**src/design/gestalt_string_similarity_assert.svh**
```systemverilog
// ----------------------------------------------------------------------------
// gestalt string similarity assertion macros
// shared property forms, clocked on clock and quiet during reset
// ----------------------------------------------------------------------------
`ifndef GESTALT_STRING_SIMILARITY_ASSERT_SVH
`define GESTALT_STRING_SIMILARITY_ASSERT_SVH

// same-cycle implication
`define GSS_ASSERT_IMP(name, ante, cons, msg) \
   name: assert property (@(posedge clock) disable iff (reset) (ante) |-> (cons)) \
      else $error(msg);

// next-cycle implication
`define GSS_ASSERT_NEXT(name, ante, cons, msg) \
   name: assert property (@(posedge clock) disable iff (reset) (ante) |=> (cons)) \
      else $error(msg);

`endif

```
**src/design/gss_pkg.sv**
```systemverilog
// ----------------------------------------------------------------------------
// gss_pkg
// types, sizes and codes of the gestalt string similarity block
// ----------------------------------------------------------------------------
`default_nettype none

package gss_pkg;

   localparam int MAX_LEN   = 64;
   localparam int LEN_W     = $clog2(MAX_LEN + 1);
   localparam int IDX_W     = $clog2(MAX_LEN);
   localparam int ROW_LEN   = MAX_LEN + 1;
   localparam int ROW_DEPTH = 2 * ROW_LEN;
   localparam int ROW_AW    = $clog2(ROW_DEPTH);
   localparam int CHAR_W    = 8;
   localparam int TOT_W     = LEN_W + 1;
   localparam int FRAC_W    = 16;
   localparam int RATIO_W   = 16;
   localparam int DIV_NW    = LEN_W + FRAC_W;
   localparam int DIV_CW    = $clog2(DIV_NW + 1);

   typedef enum logic [1:0] {
      CMD_LOAD_A  = 2'd0,
      CMD_LOAD_B  = 2'd1,
      CMD_COMPUTE = 2'd2
   } gss_cmd_type;

   typedef struct packed {
      logic [1:0]        cmd;
      logic [CHAR_W-1:0] char_value;
   } gss_req_type;

   typedef struct packed {
      logic [LEN_W-1:0]   match_count;
      logic [TOT_W-1:0]   total_length;
      logic [RATIO_W-1:0] ratio_q15;
      logic               overflow_flag;
   } gss_rsp_type;

   // half-open ranges [a0,a1) and [b0,b1)
   typedef struct packed {
      logic [LEN_W-1:0] a0;
      logic [LEN_W-1:0] a1;
      logic [LEN_W-1:0] b0;
      logic [LEN_W-1:0] b1;
   } gss_region_type;

   typedef enum logic [3:0] {
      ST_IDLE,
      ST_POP,
      ST_LOAD,
      ST_ROW,
      ST_BLAT,
      ST_CRD,
      ST_CCALC,
      ST_ANCH,
      ST_PUSHR,
      ST_PUSHL,
      ST_DIV,
      ST_DONE
   } gss_state_type;

endpackage

`default_nettype wire

```
**src/design/gss_divider.sv**
```systemverilog
// ----------------------------------------------------------------------------
// gss_divider
// restoring divider, one quotient bit per cycle
// ----------------------------------------------------------------------------
`default_nettype none

module gss_divider (
   input  wire logic                       clock,
   input  wire logic                       reset,
   input  wire logic                       start,
   input  wire logic [gss_pkg::DIV_NW-1:0] dividend,
   input  wire logic [gss_pkg::TOT_W-1:0]  divisor,
   output logic                            done,
   output logic [gss_pkg::DIV_NW-1:0]      quotient
);

   logic                       busy_ff;
   logic                       done_ff;
   logic [gss_pkg::DIV_CW-1:0] cnt_ff;
   logic [gss_pkg::TOT_W-1:0]  rem_ff;
   logic [gss_pkg::TOT_W-1:0]  dsr_ff;
   logic [gss_pkg::DIV_NW-1:0] quo_ff;
   logic [gss_pkg::TOT_W:0]    rem_sh;
   logic                       fits;

   assign rem_sh = {rem_ff, quo_ff[gss_pkg::DIV_NW-1]};
   assign fits   = (rem_sh >= {1'b0, dsr_ff});

   always_ff @(posedge clock) begin
      if (reset) begin
         busy_ff <= 1'b0;
         done_ff <= 1'b0;
         cnt_ff  <= '0;
      end else begin
         done_ff <= 1'b0;
         if (start) begin
            busy_ff <= 1'b1;
            cnt_ff  <= gss_pkg::DIV_CW'(gss_pkg::DIV_NW);
         end else if (busy_ff) begin
            cnt_ff <= cnt_ff - gss_pkg::DIV_CW'(1);
            if (cnt_ff == gss_pkg::DIV_CW'(1)) begin
               busy_ff <= 1'b0;
               done_ff <= 1'b1;
            end
         end
      end
   end

   always_ff @(posedge clock) begin
      if (start) begin
         rem_ff <= '0;
         dsr_ff <= divisor;
         quo_ff <= dividend;
      end else if (busy_ff) begin
         rem_ff <= fits ? gss_pkg::TOT_W'(rem_sh - {1'b0, dsr_ff})
                        : rem_sh[gss_pkg::TOT_W-1:0];
         quo_ff <= {quo_ff[gss_pkg::DIV_NW-2:0], fits};
      end
   end

   assign done     = done_ff;
   assign quotient = quo_ff;

endmodule

`default_nettype wire

```
**src/design/gestalt_string_similarity.sv**
```systemverilog
// ----------------------------------------------------------------------------
// gestalt_string_similarity
// ratcliff-obershelp string similarity over two loaded byte strings
// ----------------------------------------------------------------------------
// Load requests (append a byte to string a or b) are accepted back to back
// while idle, and up to 64 bytes per string are kept; extra bytes are dropped
// and reported in overflow_flag. A compute request runs the gestalt match with
// a region stack in memory: each region scans its longest common substring
// cell by cell, each cell in a read state (string and run-length memory reads)
// and an update state that writes back, with a row-start state and a b-byte
// latch state per row of b, and pop, load and anchor states per region, plus
// the right and left push states when it finds an anchor. The ratio of
// 2*matched/total in q1.15 then comes from a serial divider of 23 steps, whose
// done strobe loads the quotient. A compute with an empty string skips the
// match and goes straight to the result. The block takes no request until the
// compute is finished, and the result waits in an output register while
// loading of the next strings runs.
`default_nettype none

module gestalt_string_similarity (
   input  wire logic                 clock,
   input  wire logic                 reset,
   input  wire logic                 req_valid,
   output logic                      req_ready,
   input  wire gss_pkg::gss_req_type req_data,
   output logic                      rsp_valid,
   input  wire logic                 rsp_ready,
   output gss_pkg::gss_rsp_type      rsp_data
);

   `include "gestalt_string_similarity_assert.svh"

   localparam int LW = gss_pkg::LEN_W;
   localparam int IW = gss_pkg::IDX_W;
   localparam int RW = gss_pkg::ROW_AW;

   gss_pkg::gss_state_type state_ff, state_in;

   // loaded strings
   logic [gss_pkg::CHAR_W-1:0] a_mem [gss_pkg::MAX_LEN];
   logic [gss_pkg::CHAR_W-1:0] b_mem [gss_pkg::MAX_LEN];
   logic [gss_pkg::CHAR_W-1:0] a_rd_ff, b_rd_ff;
   // two rows of diagonal run lengths
   logic [LW-1:0]              row_mem [gss_pkg::ROW_DEPTH];
   logic [LW-1:0]              row_rd_ff;
   // pending regions
   gss_pkg::gss_region_type    stk_mem [gss_pkg::MAX_LEN];
   gss_pkg::gss_region_type    stk_rd_ff;

   logic [LW-1:0]              len_a_ff, len_b_ff;
   logic                       dropped_ff;
   logic [gss_pkg::TOT_W-1:0]  total_ff;
   logic                       ovf_ff;
   logic [LW-1:0]              matched_ff;
   logic [LW-1:0]              depth_ff;
   gss_pkg::gss_region_type    reg_ff;
   logic [LW-1:0]              i_ff, j_ff, best_ff, ea_ff, eb_ff;
   logic [gss_pkg::CHAR_W-1:0] b_char_ff;
   logic                       row_sel_ff;
   logic [gss_pkg::RATIO_W-1:0] ratio_ff;
   logic                       rsp_valid_ff;
   gss_pkg::gss_rsp_type       rsp_data_ff;

   logic                       req_fire;
   logic                       is_compute;
   logic                       empty_str;
   logic                       stk_we;
   gss_pkg::gss_region_type    stk_wdata;
   logic [IW-1:0]              stk_waddr;
   logic                       div_start;
   logic                       div_done;
   logic [gss_pkg::DIV_NW-1:0] div_quo;
   logic                       out_load;

   logic [LW-1:0]              a_sum, b_sum, im1;
   logic [LW-1:0]              reg_la, reg_lb;
   logic [LW-1:0]              run;
   logic                       prev_ok;
   logic [RW-1:0]              row_waddr, row_raddr;
   logic [LW-1:0]              left_la, left_lb;
   logic                       right_ok, left_ok, stk_room;

   assign req_fire   = req_valid && req_ready;
   assign is_compute = (req_data.cmd == gss_pkg::CMD_COMPUTE);
   assign empty_str  = (len_a_ff == '0) || (len_b_ff == '0);

   // region geometry and cell addressing
   assign reg_la = reg_ff.a1 - reg_ff.a0;
   assign reg_lb = reg_ff.b1 - reg_ff.b0;
   assign a_sum  = reg_ff.a0 + i_ff - LW'(1);
   assign b_sum  = reg_ff.b0 + j_ff - LW'(1);
   assign im1    = i_ff - LW'(1);

   assign row_waddr = row_sel_ff ? RW'(i_ff) + RW'(gss_pkg::ROW_LEN) : RW'(i_ff);
   assign row_raddr = row_sel_ff ? RW'(im1) : RW'(im1) + RW'(gss_pkg::ROW_LEN);

   // first row and first column see a zero predecessor
   assign prev_ok = (j_ff != LW'(1)) && (i_ff != LW'(1));
   assign run     = (a_rd_ff == b_char_ff)
                    ? ((prev_ok ? row_rd_ff : LW'(0)) + LW'(1)) : LW'(0);

   // child regions of the anchor
   assign left_la  = ea_ff - best_ff;
   assign left_lb  = eb_ff - best_ff;
   assign right_ok = (ea_ff != reg_la) && (eb_ff != reg_lb);
   assign left_ok  = (left_la != '0) && (left_lb != '0);
   assign stk_room = (depth_ff < LW'(gss_pkg::MAX_LEN));

   // next state and strobes
   always_comb begin
      state_in  = state_ff;
      req_ready = 1'b0;
      stk_we    = 1'b0;
      stk_waddr = depth_ff[IW-1:0];
      stk_wdata = '0;
      div_start = 1'b0;
      out_load  = 1'b0;
      case (state_ff)
         gss_pkg::ST_IDLE: begin
            req_ready = 1'b1;
            if (req_fire && is_compute) begin
               if (empty_str) begin
                  state_in = gss_pkg::ST_DONE;
               end else begin
                  // whole strings as the first region
                  stk_we    = 1'b1;
                  stk_waddr = '0;
                  stk_wdata = '{a0: '0, a1: len_a_ff, b0: '0, b1: len_b_ff};
                  state_in  = gss_pkg::ST_POP;
               end
            end
         end
         gss_pkg::ST_POP: begin
            if (depth_ff == '0) begin
               div_start = 1'b1;
               state_in  = gss_pkg::ST_DIV;
            end else begin
               state_in = gss_pkg::ST_LOAD;
            end
         end
         gss_pkg::ST_LOAD:  state_in = gss_pkg::ST_ROW;
         gss_pkg::ST_ROW:   state_in = gss_pkg::ST_BLAT;
         gss_pkg::ST_BLAT:  state_in = gss_pkg::ST_CRD;
         gss_pkg::ST_CRD:   state_in = gss_pkg::ST_CCALC;
         gss_pkg::ST_CCALC: begin
            if (i_ff != reg_la) begin
               state_in = gss_pkg::ST_CRD;
            end else if (j_ff != reg_lb) begin
               state_in = gss_pkg::ST_ROW;
            end else begin
               state_in = gss_pkg::ST_ANCH;
            end
         end
         gss_pkg::ST_ANCH: begin
            state_in = (best_ff == '0) ? gss_pkg::ST_POP : gss_pkg::ST_PUSHR;
         end
         gss_pkg::ST_PUSHR: begin
            stk_we    = right_ok && stk_room;
            stk_wdata = '{a0: reg_ff.a0 + ea_ff, a1: reg_ff.a1,
                          b0: reg_ff.b0 + eb_ff, b1: reg_ff.b1};
            state_in  = gss_pkg::ST_PUSHL;
         end
         gss_pkg::ST_PUSHL: begin
            // left pushed last so it is worked on first
            stk_we    = left_ok && stk_room;
            stk_wdata = '{a0: reg_ff.a0, a1: reg_ff.a0 + left_la,
                          b0: reg_ff.b0, b1: reg_ff.b0 + left_lb};
            state_in  = gss_pkg::ST_POP;
         end
         gss_pkg::ST_DIV: begin
            if (div_done) begin
               state_in = gss_pkg::ST_DONE;
            end
         end
         gss_pkg::ST_DONE: begin
            if (!rsp_valid_ff || rsp_ready) begin
               out_load = 1'b1;
               state_in = gss_pkg::ST_IDLE;
            end
         end
         default: state_in = gss_pkg::ST_IDLE;
      endcase
   end

   always_ff @(posedge clock) begin
      if (reset) begin
         state_ff <= gss_pkg::ST_IDLE;
      end else begin
         state_ff <= state_in;
      end
   end

   // control registers
   always_ff @(posedge clock) begin
      if (reset) begin
         len_a_ff     <= '0;
         len_b_ff     <= '0;
         dropped_ff   <= 1'b0;
         depth_ff     <= '0;
         rsp_valid_ff <= 1'b0;
      end else begin
         if (req_fire) begin
            case (req_data.cmd)
               gss_pkg::CMD_LOAD_A: begin
                  if (len_a_ff < LW'(gss_pkg::MAX_LEN)) begin
                     len_a_ff <= len_a_ff + LW'(1);
                  end else begin
                     dropped_ff <= 1'b1;
                  end
               end
               gss_pkg::CMD_LOAD_B: begin
                  if (len_b_ff < LW'(gss_pkg::MAX_LEN)) begin
                     len_b_ff <= len_b_ff + LW'(1);
                  end else begin
                     dropped_ff <= 1'b1;
                  end
               end
               gss_pkg::CMD_COMPUTE: begin
                  len_a_ff   <= '0;
                  len_b_ff   <= '0;
                  dropped_ff <= 1'b0;
               end
               default: ;
            endcase
         end
         if (stk_we) begin
            depth_ff <= depth_ff + LW'(1);
         end else if (state_ff == gss_pkg::ST_POP && depth_ff != '0) begin
            depth_ff <= depth_ff - LW'(1);
         end
         if (out_load) begin
            rsp_valid_ff <= 1'b1;
         end else if (rsp_ready) begin
            rsp_valid_ff <= 1'b0;
         end
      end
   end

   // datapath registers
   always_ff @(posedge clock) begin
      if (req_fire && is_compute) begin
         total_ff   <= gss_pkg::TOT_W'(len_a_ff) + gss_pkg::TOT_W'(len_b_ff);
         ovf_ff     <= dropped_ff;
         matched_ff <= '0;
         ratio_ff   <= '0;
      end
      case (state_ff)
         gss_pkg::ST_LOAD: begin
            reg_ff     <= stk_rd_ff;
            best_ff    <= '0;
            ea_ff      <= '0;
            eb_ff      <= '0;
            j_ff       <= LW'(1);
            row_sel_ff <= 1'b0;
         end
         gss_pkg::ST_ROW:  i_ff <= LW'(1);
         gss_pkg::ST_BLAT: b_char_ff <= b_rd_ff;
         gss_pkg::ST_CCALC: begin
            // strictly longer only, first maximum wins
            if (run > best_ff) begin
               best_ff <= run;
               ea_ff   <= i_ff;
               eb_ff   <= j_ff;
            end
            if (i_ff != reg_la) begin
               i_ff <= i_ff + LW'(1);
            end else begin
               j_ff       <= j_ff + LW'(1);
               row_sel_ff <= !row_sel_ff;
            end
         end
         gss_pkg::ST_ANCH: matched_ff <= matched_ff + best_ff;
         gss_pkg::ST_DIV: begin
            if (div_done) begin
               ratio_ff <= div_quo[gss_pkg::RATIO_W-1:0];
            end
         end
         default: ;
      endcase
      if (out_load) begin
         rsp_data_ff <= '{match_count: matched_ff, total_length: total_ff,
                          ratio_q15: ratio_ff, overflow_flag: ovf_ff};
      end
   end

   // string memories: appended while loading, read during the scan
   always_ff @(posedge clock) begin
      if (req_fire && req_data.cmd == gss_pkg::CMD_LOAD_A
          && len_a_ff < LW'(gss_pkg::MAX_LEN)) begin
         a_mem[len_a_ff[IW-1:0]] <= req_data.char_value;
      end
      a_rd_ff <= a_mem[a_sum[IW-1:0]];
   end

   always_ff @(posedge clock) begin
      if (req_fire && req_data.cmd == gss_pkg::CMD_LOAD_B
          && len_b_ff < LW'(gss_pkg::MAX_LEN)) begin
         b_mem[len_b_ff[IW-1:0]] <= req_data.char_value;
      end
      b_rd_ff <= b_mem[b_sum[IW-1:0]];
   end

   // run lengths: read previous row at i-1, write current row at i
   always_ff @(posedge clock) begin
      if (state_ff == gss_pkg::ST_CCALC) begin
         row_mem[row_waddr] <= run;
      end
      row_rd_ff <= row_mem[row_raddr];
   end

   // region stack, read at the top
   always_ff @(posedge clock) begin
      if (stk_we) begin
         stk_mem[stk_waddr] <= stk_wdata;
      end
      stk_rd_ff <= stk_mem[IW'(depth_ff - LW'(1))];
   end

   gss_divider u_divider (
      .clock    (clock),
      .reset    (reset),
      .start    (div_start),
      .dividend ({matched_ff, gss_pkg::FRAC_W'(0)}),
      .divisor  (total_ff),
      .done     (div_done),
      .quotient (div_quo)
   );

   assign rsp_valid = rsp_valid_ff;
   assign rsp_data  = rsp_data_ff;

   `GSS_ASSERT_IMP(a_depth_bound, 1'b1, depth_ff <= LW'(gss_pkg::MAX_LEN),
      "region stack deeper than capacity")
   `GSS_ASSERT_IMP(a_best_bound, state_ff == gss_pkg::ST_CRD,
      best_ff <= reg_la && best_ff <= reg_lb, "anchor longer than region")
   `GSS_ASSERT_NEXT(a_empty_skip, req_fire && is_compute && empty_str,
      state_ff == gss_pkg::ST_DONE, "empty string compute did not skip matching")
   `GSS_ASSERT_IMP(a_pop_nonempty, state_ff == gss_pkg::ST_LOAD,
      stk_rd_ff.a1 > stk_rd_ff.a0 && stk_rd_ff.b1 > stk_rd_ff.b0,
      "popped region has an empty side")

endmodule

`default_nettype wire

```
**config.mk**
```make
export PLATFORM = sky130hd
export DESIGN_NAME = gestalt_string_similarity
export DESIGN_NICKNAME = d
export VERILOG_FILES = /design/src/design/gss_pkg.sv /design/src/design/gss_divider.sv /design/src/design/gestalt_string_similarity.sv
export VERILOG_INCLUDE_DIRS = /design/src /design/src/design
export SDC_FILE = /design/constraint.sdc
export NUM_CORES = 2
export LEC_CHECK = 0
export BUFFER_PORTS_ARGS = -buffer_cell sky130_fd_sc_hd__buf_2
export CELL_PAD_IN_SITES_DETAIL_PLACEMENT = 0
export CELL_PAD_IN_SITES_GLOBAL_PLACEMENT = 1
export CORE_MARGIN = 1
export CORE_UTILIZATION = 50
export CTS_CLUSTER_DIAMETER = 50
export CTS_CLUSTER_SIZE = 14
export DETAILED_ROUTE_END_ITERATION = 8
export PLACE_DENSITY = 0.76
export SLEW_MARGIN = 10
export SYNTH_ARGS = -nofsm -noshare
export SYNTH_HDL_FRONTEND = slang
export SYNTH_SLANG_ARGS = --single-unit
```
**constraint.sdc**
```tcl
create_clock -name clock -period 10.39 [get_ports clock]
set_clock_uncertainty 0.05 [all_clocks]
set_input_delay 1.039 -clock clock [delete_from_list [all_inputs] [get_ports clock]]
set_output_delay 1.039 -clock clock [all_outputs]
set_load 0.02 [all_outputs]
```
* Yosys cells after proc, flatten, opt, wreduce, memory -nomap -nowiden
Memory sizes are Yosys's and may differ from the RTL's. A register that Yosys moved wholly into a read port is not among the register bits.
Index checks and enable logic that the tools add are counted.
W data, S select, Z words.
** Storage, ports and cells
- Register bits :: 209
- RAM bits :: 3726
- Bits of input ports :: 14
- Memories kept :: 4
** Memories
- stk_mem :: words 64, width 28, read ports 1, clocked after memory_dff 1, write ports 1, line gestalt_string_similarity.sv:47 : gss_pkg::gss_region_type stk_mem [gss_pkg::MAX_LEN];
- row_mem :: words 130, width 7, read ports 1, clocked after memory_dff 1, write ports 1, line gestalt_string_similarity.sv:44 : logic [LW-1:0] row_mem [gss_pkg::ROW_DEPTH];
- a_mem :: words 64, width 8, read ports 1, clocked after memory_dff 1, write ports 1, line gestalt_string_similarity.sv:40 : logic [gss_pkg::CHAR_W-1:0] a_mem [gss_pkg::MAX_LEN];
- b_mem :: words 64, width 8, read ports 1, clocked after memory_dff 1, write ports 1, line gestalt_string_similarity.sv:41 : logic [gss_pkg::CHAR_W-1:0] b_mem [gss_pkg::MAX_LEN];
** Cells by class
- Add/subtract/negate cells :: 26
- $lt $le $gt $ge :: 5
- Equal/unequal tests :: 31
- Muxes and demuxes :: 72
- Bitwise logic cells :: 1
- Reductions and logical operators :: 43
** Operators by type and width (count)
- $pmux W7 S2 :: 7
- $mux W7 :: 13
- $pmux W28 S3 :: 1
- $mux W16 :: 3
- $pmux W4 S12 :: 1
- $mux W23 :: 2
- $add A7 B1 Y7 const B :: 6
- $mux W21 :: 2
- $add A7 B7 Y7 :: 5
- $logic_not A7 Y1 :: 4
- $ne A7 B7 Y1 :: 4
- $sub A7 B7 Y7 :: 4
- $mux W1 :: 24
- $mux W4 :: 6
- $mux W8 :: 3
- $lt A7 B7 Y1 const B :: 3
- $reduce_bool A7 Y1 :: 3
- $mux W6 :: 3
- $add A7 B7 Y8 const B :: 2
- $eq A4 B3 Y1 const B :: 4
- $eq A4 B4 Y1 const B :: 4
- $reduce_bool A2 Y1 :: 8
- $ne A2 B2 Y1 const B :: 7
- $ne A7 B1 Y1 const B :: 2
- other kinds (31) :: 57

* Longest topological paths before layout
- Depth after elaboration :: 8
- Mapped depth :: 18
- Mapped depth without buffers :: 16

* Cells and area by module
A second synthesis with hierarchy kept.
** Unflattened totals
- Cell total of the unflattened synthesis :: 7660
- Area, all modules :: 157736.3 µm²
** Modules (own cells, without submodules)
- gestalt_string_similarity :: times used 1, cells each 7458, area each 155432.8 µm², sequential area each 117372.6 µm²
- gss_divider :: times used 1, cells each 202, area each 2303.5 µm², sequential area each 1231.2 µm²

* Least setup slack after synthesis
Ideal clock, no wire load.
- Kind :: register -> register
- From :: reg i_ff[2]
- To :: reg best_ff[0] (enable)
- Setup time :: 403 ps
- Arrival :: 8334 ps
- Data required time :: 9937 ps
- Slack :: 1603 ps
- Cell stages (with the launch flop) :: 15
- Buffers on the path :: 1
- Clock period less this slack :: 8787 ps
- Cells stage by stage :: edfxtp_1 > clkbuf_1 > nor4_1 > a32oi_1 > and2_1 > ha_1 > xor2_1 > nor3_1 > ha_1 > o21ai_0 > nand2b_1 > a21oi_1 > o21ai_0 > o211ai_1 > nand2_1
** Between the ends
- Word-level cells in the longest chain between the ends :: 8
** RTL lines
- start: declaration :: line gestalt_string_similarity.sv:57 : logic [LW-1:0] i_ff, j_ff, best_ff, ea_ff, eb_ff;
- start signal: assignment :: line gestalt_string_similarity.sv:266 : i_ff <= i_ff + LW'(1);
- $ne A7 B1 Y1 :: line gestalt_string_similarity.sv:98 : assign prev_ok = (j_ff != LW'(1)) && (i_ff != LW'(1));
- $logic_and A1 B1 Y1 :: line gestalt_string_similarity.sv:98
- $mux W7 :: line gestalt_string_similarity.sv:100 : ? ((prev_ok ? row_rd_ff : LW'(0)) + LW'(1)) : LW'(0);
- $add A7 B1 Y7 :: line gestalt_string_similarity.sv:100
- $mux W7 :: line gestalt_string_similarity.sv:100
- via run[2] :: line gestalt_string_similarity.sv:77 : logic [LW-1:0] run;
- $gt A7 B7 Y1 :: line gestalt_string_similarity.sv:260 : if (run > best_ff) begin
- $ne A2 B2 Y1 (no source line)
- $reduce_and A2 Y1 (no source line)
- end signal: assignment :: line gestalt_string_similarity.sv:261 : best_ff <= run;
- end: declaration :: line gestalt_string_similarity.sv:57
The timed path passes the listed nets, and every way through them passes these cells.
A chain may end at the register's enable or synchronous reset.

* Final worst setup path
- From :: reg i_ff[0]
- To :: reg row_rd_ff[5] (read register of row_mem)
** Between the ends
- Word-level cells in the longest chain between the ends :: 3
** RTL lines
- $sub A7 B1 Y7 * :: line gestalt_string_similarity.sv:92 : assign im1 = i_ff - LW'(1);
- via im1[0] :: line gestalt_string_similarity.sv:75 : logic [LW-1:0] a_sum, b_sum, im1;
- $add A7 B7 Y8 :: line gestalt_string_similarity.sv:95 : assign row_raddr = row_sel_ff ? RW'(im1) : RW'(im1) + RW'(gss_pkg::ROW_LEN);
- $mux W8 * :: line gestalt_string_similarity.sv:95
- end: declaration :: line gestalt_string_similarity.sv:45 : logic [LW-1:0] row_rd_ff;
The timed path passes the listed nets; every way through them passes the cells marked *.

==> metrics.json <==
{
  "run_status": {
    "status": "finished, final reports clean"
  },
  "detailed_routing": {
    "antenna_left": 0,
    "wl_per_cell_um": 30.2,
    "detail_route.drc_violations": 0,
    "detailed_router_s_first_iteration_violation_count": 9948,
    "detail_route.first_pass.iterations": 6,
    "postRouteWirelength_um": 373000,
    "drt-vias-per-instance": 6.29,
    "vias": 77600
  },
  "synthesis": {
    "synth_seq_cells": 3986,
    "synth_edf_count": 3861,
    "synthesis.instances": 7741,
    "synth_ff_type": "edfxtp_1",
    "yosys_cell_types": 73,
    "synth_top_area_share_pct": 73.4,
    "syn-cell-area_um2": 158000,
    "synth_most_common_cell": "edfxtp_1",
    "seq_area_frac_synth_pct": 75.0,
    "ys_top_cells_by_area": "edfxtp_1, mux4_2, dfxtp_1",
    "synthesis.area_per_instance_um2": 20.4,
    "synth-warning-count": 0,
    "synth-async-reset-ratio_pct": 0,
    "synth_top_cell_by_area": "edfxtp_1",
    "synth_fp_nets": 7876,
    "synth_common_cells": "edfxtp_1, mux4_2, nor2_1"
  },
  "clock_tree": {
    "cts-htree-levels": 5,
    "cts_post_setup_buffers_inserted": 0,
    "cts_buffers": 396,
    "tritoncts_clock_tree": "built",
    "clk_pin_slew_worst_paths_ps": 70,
    "cts.repair.resized": 0,
    "post_cts_hold_buffer_count": 0,
    "clk_path_buf_depth": 4,
    "clock_insertion_delay_worst_skew_ps": 960,
    "cts_root_buf": "clkbuf_16",
    "clkSinkCount": 3986
  },
  "power_and_ir_drop": {
    "power.ir.vdd_worst_uv": 278,
    "power_density_nw_per_um2": 268,
    "power.static_leakage_nw": 54.0,
    "power_total_mw": 47.4
  },
  "global_routing": {
    "grt_max_degree": 145,
    "via_count_of_the_first_global_routing_pass": 76900,
    "grt_first_pass_wirelength_um": 544000,
    "gr-total-overflow": 0,
    "grt_antenna_before_repair": 12,
    "gr-usage-all-layers_pct": 23.4
  },
  "layout": {
    "fillCellCount": 22700,
    "layout-drive-gt1-share_pct": 23.9,
    "final_util_pct": 56.5,
    "synthToLayoutAreaGrowth_pct": 12.0,
    "finish.net_count": 8023,
    "final-seq-area_um2": 118000,
    "final_area_um2": 177000,
    "multi_input_area_um2": 38400
  },
  "floorplanning": {
    "core_area_um2": 313000,
    "die_width_um": 564,
    "die-height_um": 564,
    "rows": 205,
    "ios": 48,
    "initial_utilization_pct": 50.5,
    "die-area_um2": 318000
  },
  "setup_path": {
    "critical_path.n_buffers_inverters": 2,
    "crit_path_cell_trace": "inv_1 > ha_4 > or3_1 > and2_4 > buf_4 > mux2i_1 > a221oi_1 > nor2_1 > o31ai_1 > a21boi_0 > a211oi_1",
    "timing.critical_path.slowest_stage_cell": "ha_4",
    "cp_max_fo": 65,
    "cpLargestDelayFamily": "simple AND/OR/NAND/NOR gates",
    "start_kind": "register",
    "timing.setup.critical_path_class": "register to register",
    "worstSetupEndpointType": "register",
    "cpPeakStageDelay_ps": 970,
    "worstPathArrival_ps": 7220,
    "cp_data_required_time_ps": 11130
  },
  "sta": {
    "slew-limit-headroom_pct": 19.8,
    "setup_slack_ps": 3900,
    "setup_viol": 0,
    "rsz0062_at_grt": "false",
    "total_negative_setup_slacks_ps": 0,
    "fmaxAchievable_mhz": 154,
    "final_cycle_utilization_of_the_critical_path_pct": 62.4,
    "finalHoldViolCount": 0,
    "count_of_final_max_slew_check_failures": 0,
    "worstMarginPinSlew_ps": 1190,
    "finalWorstPathRequiredPeriod_ps": 6490
  },
  "place": {
    "dp_hpwl_um": 224000,
    "pre_cts_slack_ps": 3970,
    "post_dp_cell_area_um2": 164000,
    "port_buffers": 47,
    "gpl.final_weighted_congestion": 0.853
  },
  "hold_path": {
    "hold_crit_path_type": "register to register"
  },
  "flow_run": {
    "drv_cap": 0
  }
}
report_power, final:
group / internal [mW] / leakage (nW) / switching [mW]
registers: 18.8 / 34.6 / 0.386
clock network: 8.14 / 6.34 / 6.28
logic: 5.39 / 13.0 / 8.44
total: 32.3 / 54.0 / 15.1
metrics by stage:
step                      hold WS (ps)  instances
final                              348      12300
after global routing               332      12300
after CTS                          293      12300
after detailed placement           339      11600
after global placement             344      11600
after floorplan                    336       7741
area by class of cell:
cell class,count,area share (%)
timing repair buffer,173,0.722
antenna,2,0.00283
clock buffer,468,5.91
tap,4140,2.93
clock inverter,226,1.53
inverter,103,0.220
sequential,3986,67.0
multi-input combinational,3228,21.7
registers in the layout, summed over array words and instances (netlist names), 8 cells and up:
signal and flops:
u_divider.dsr_ff 8, u_divider.rem_ff 8, row_mem 910, total_ff 8, reg_ff 28, rsp_data 32, b_mem 512, stk_mem 1792
a_rd_ff 8, b_char_ff 8, a_mem 512, u_divider.quotient 23, b_rd_ff 8, ratio_ff 16, stk_rd_ff 28
path summary, 6_finish.rpt:
check             startpoint            to  slack, ps  cells past startpoint
setup / recovery     i_ff[0]  row_rd_ff[5]       3900                     11
hold / removal    b_rd_ff[4]  b_char_ff[4]        350                      0
setup reg to reg     i_ff[0]  row_rd_ff[5]       3900                     11
hold reg to reg   b_rd_ff[4]  b_char_ff[4]        350                      0
layout by cell type, fill, tap and decap left out, drive strengths merged, types with 23 or more instances in the layout:
cell | Yosys | final
nand4 | 29 | 29
clkinvlp | 0 | 24
dfxtp | 125 | 125
mux4 | 1022 | 1022
xor2 | 48 | 48
ha | 108 | 108
inv | 101 | 141
nor3 | 33 | 33
mux2i | 219 | 219
a21oi | 113 | 113
a221oi | 71 | 71
a32oi | 31 | 31
nor2 | 500 | 500
buf | 158 | 173
o221ai | 24 | 24
bufinv | 0 | 34
clkinv | 2 | 130
nand3 | 77 | 77
xnor2 | 93 | 93
a31oi | 34 | 34
a211oi | 45 | 45
clkbuf | 266 | 468
a21o | 37 | 37
edfxtp | 3861 | 3861
and2 | 39 | 39
nand2 | 307 | 307
nand3b | 23 | 23
o21ai | 103 | 103
cells by family after synthesis:
family          Yosys count  synth area share [%]
simple gates           1113                  3.11
xor+xnor                144                 0.826
compound gates          592                  2.60
flops                  3986                  75.0
mux                    1258                  16.1
fa+ha+maj               121                  1.02
buf+inv                 527                  1.33
routing by layer:
metal | global-route usage, % | up-vias | part of all wire [%]
li1 | - | 32200 | -
met1 | 35.1 | 41300 | 42
met2 | 35.9 | 3554 | 47
met3 | 4.69 | 487 | 9.2
met4 | 5.25 | 16 | 2.1
met5 | 0 | - | 0.029
(Power assumes the default switching activity.)
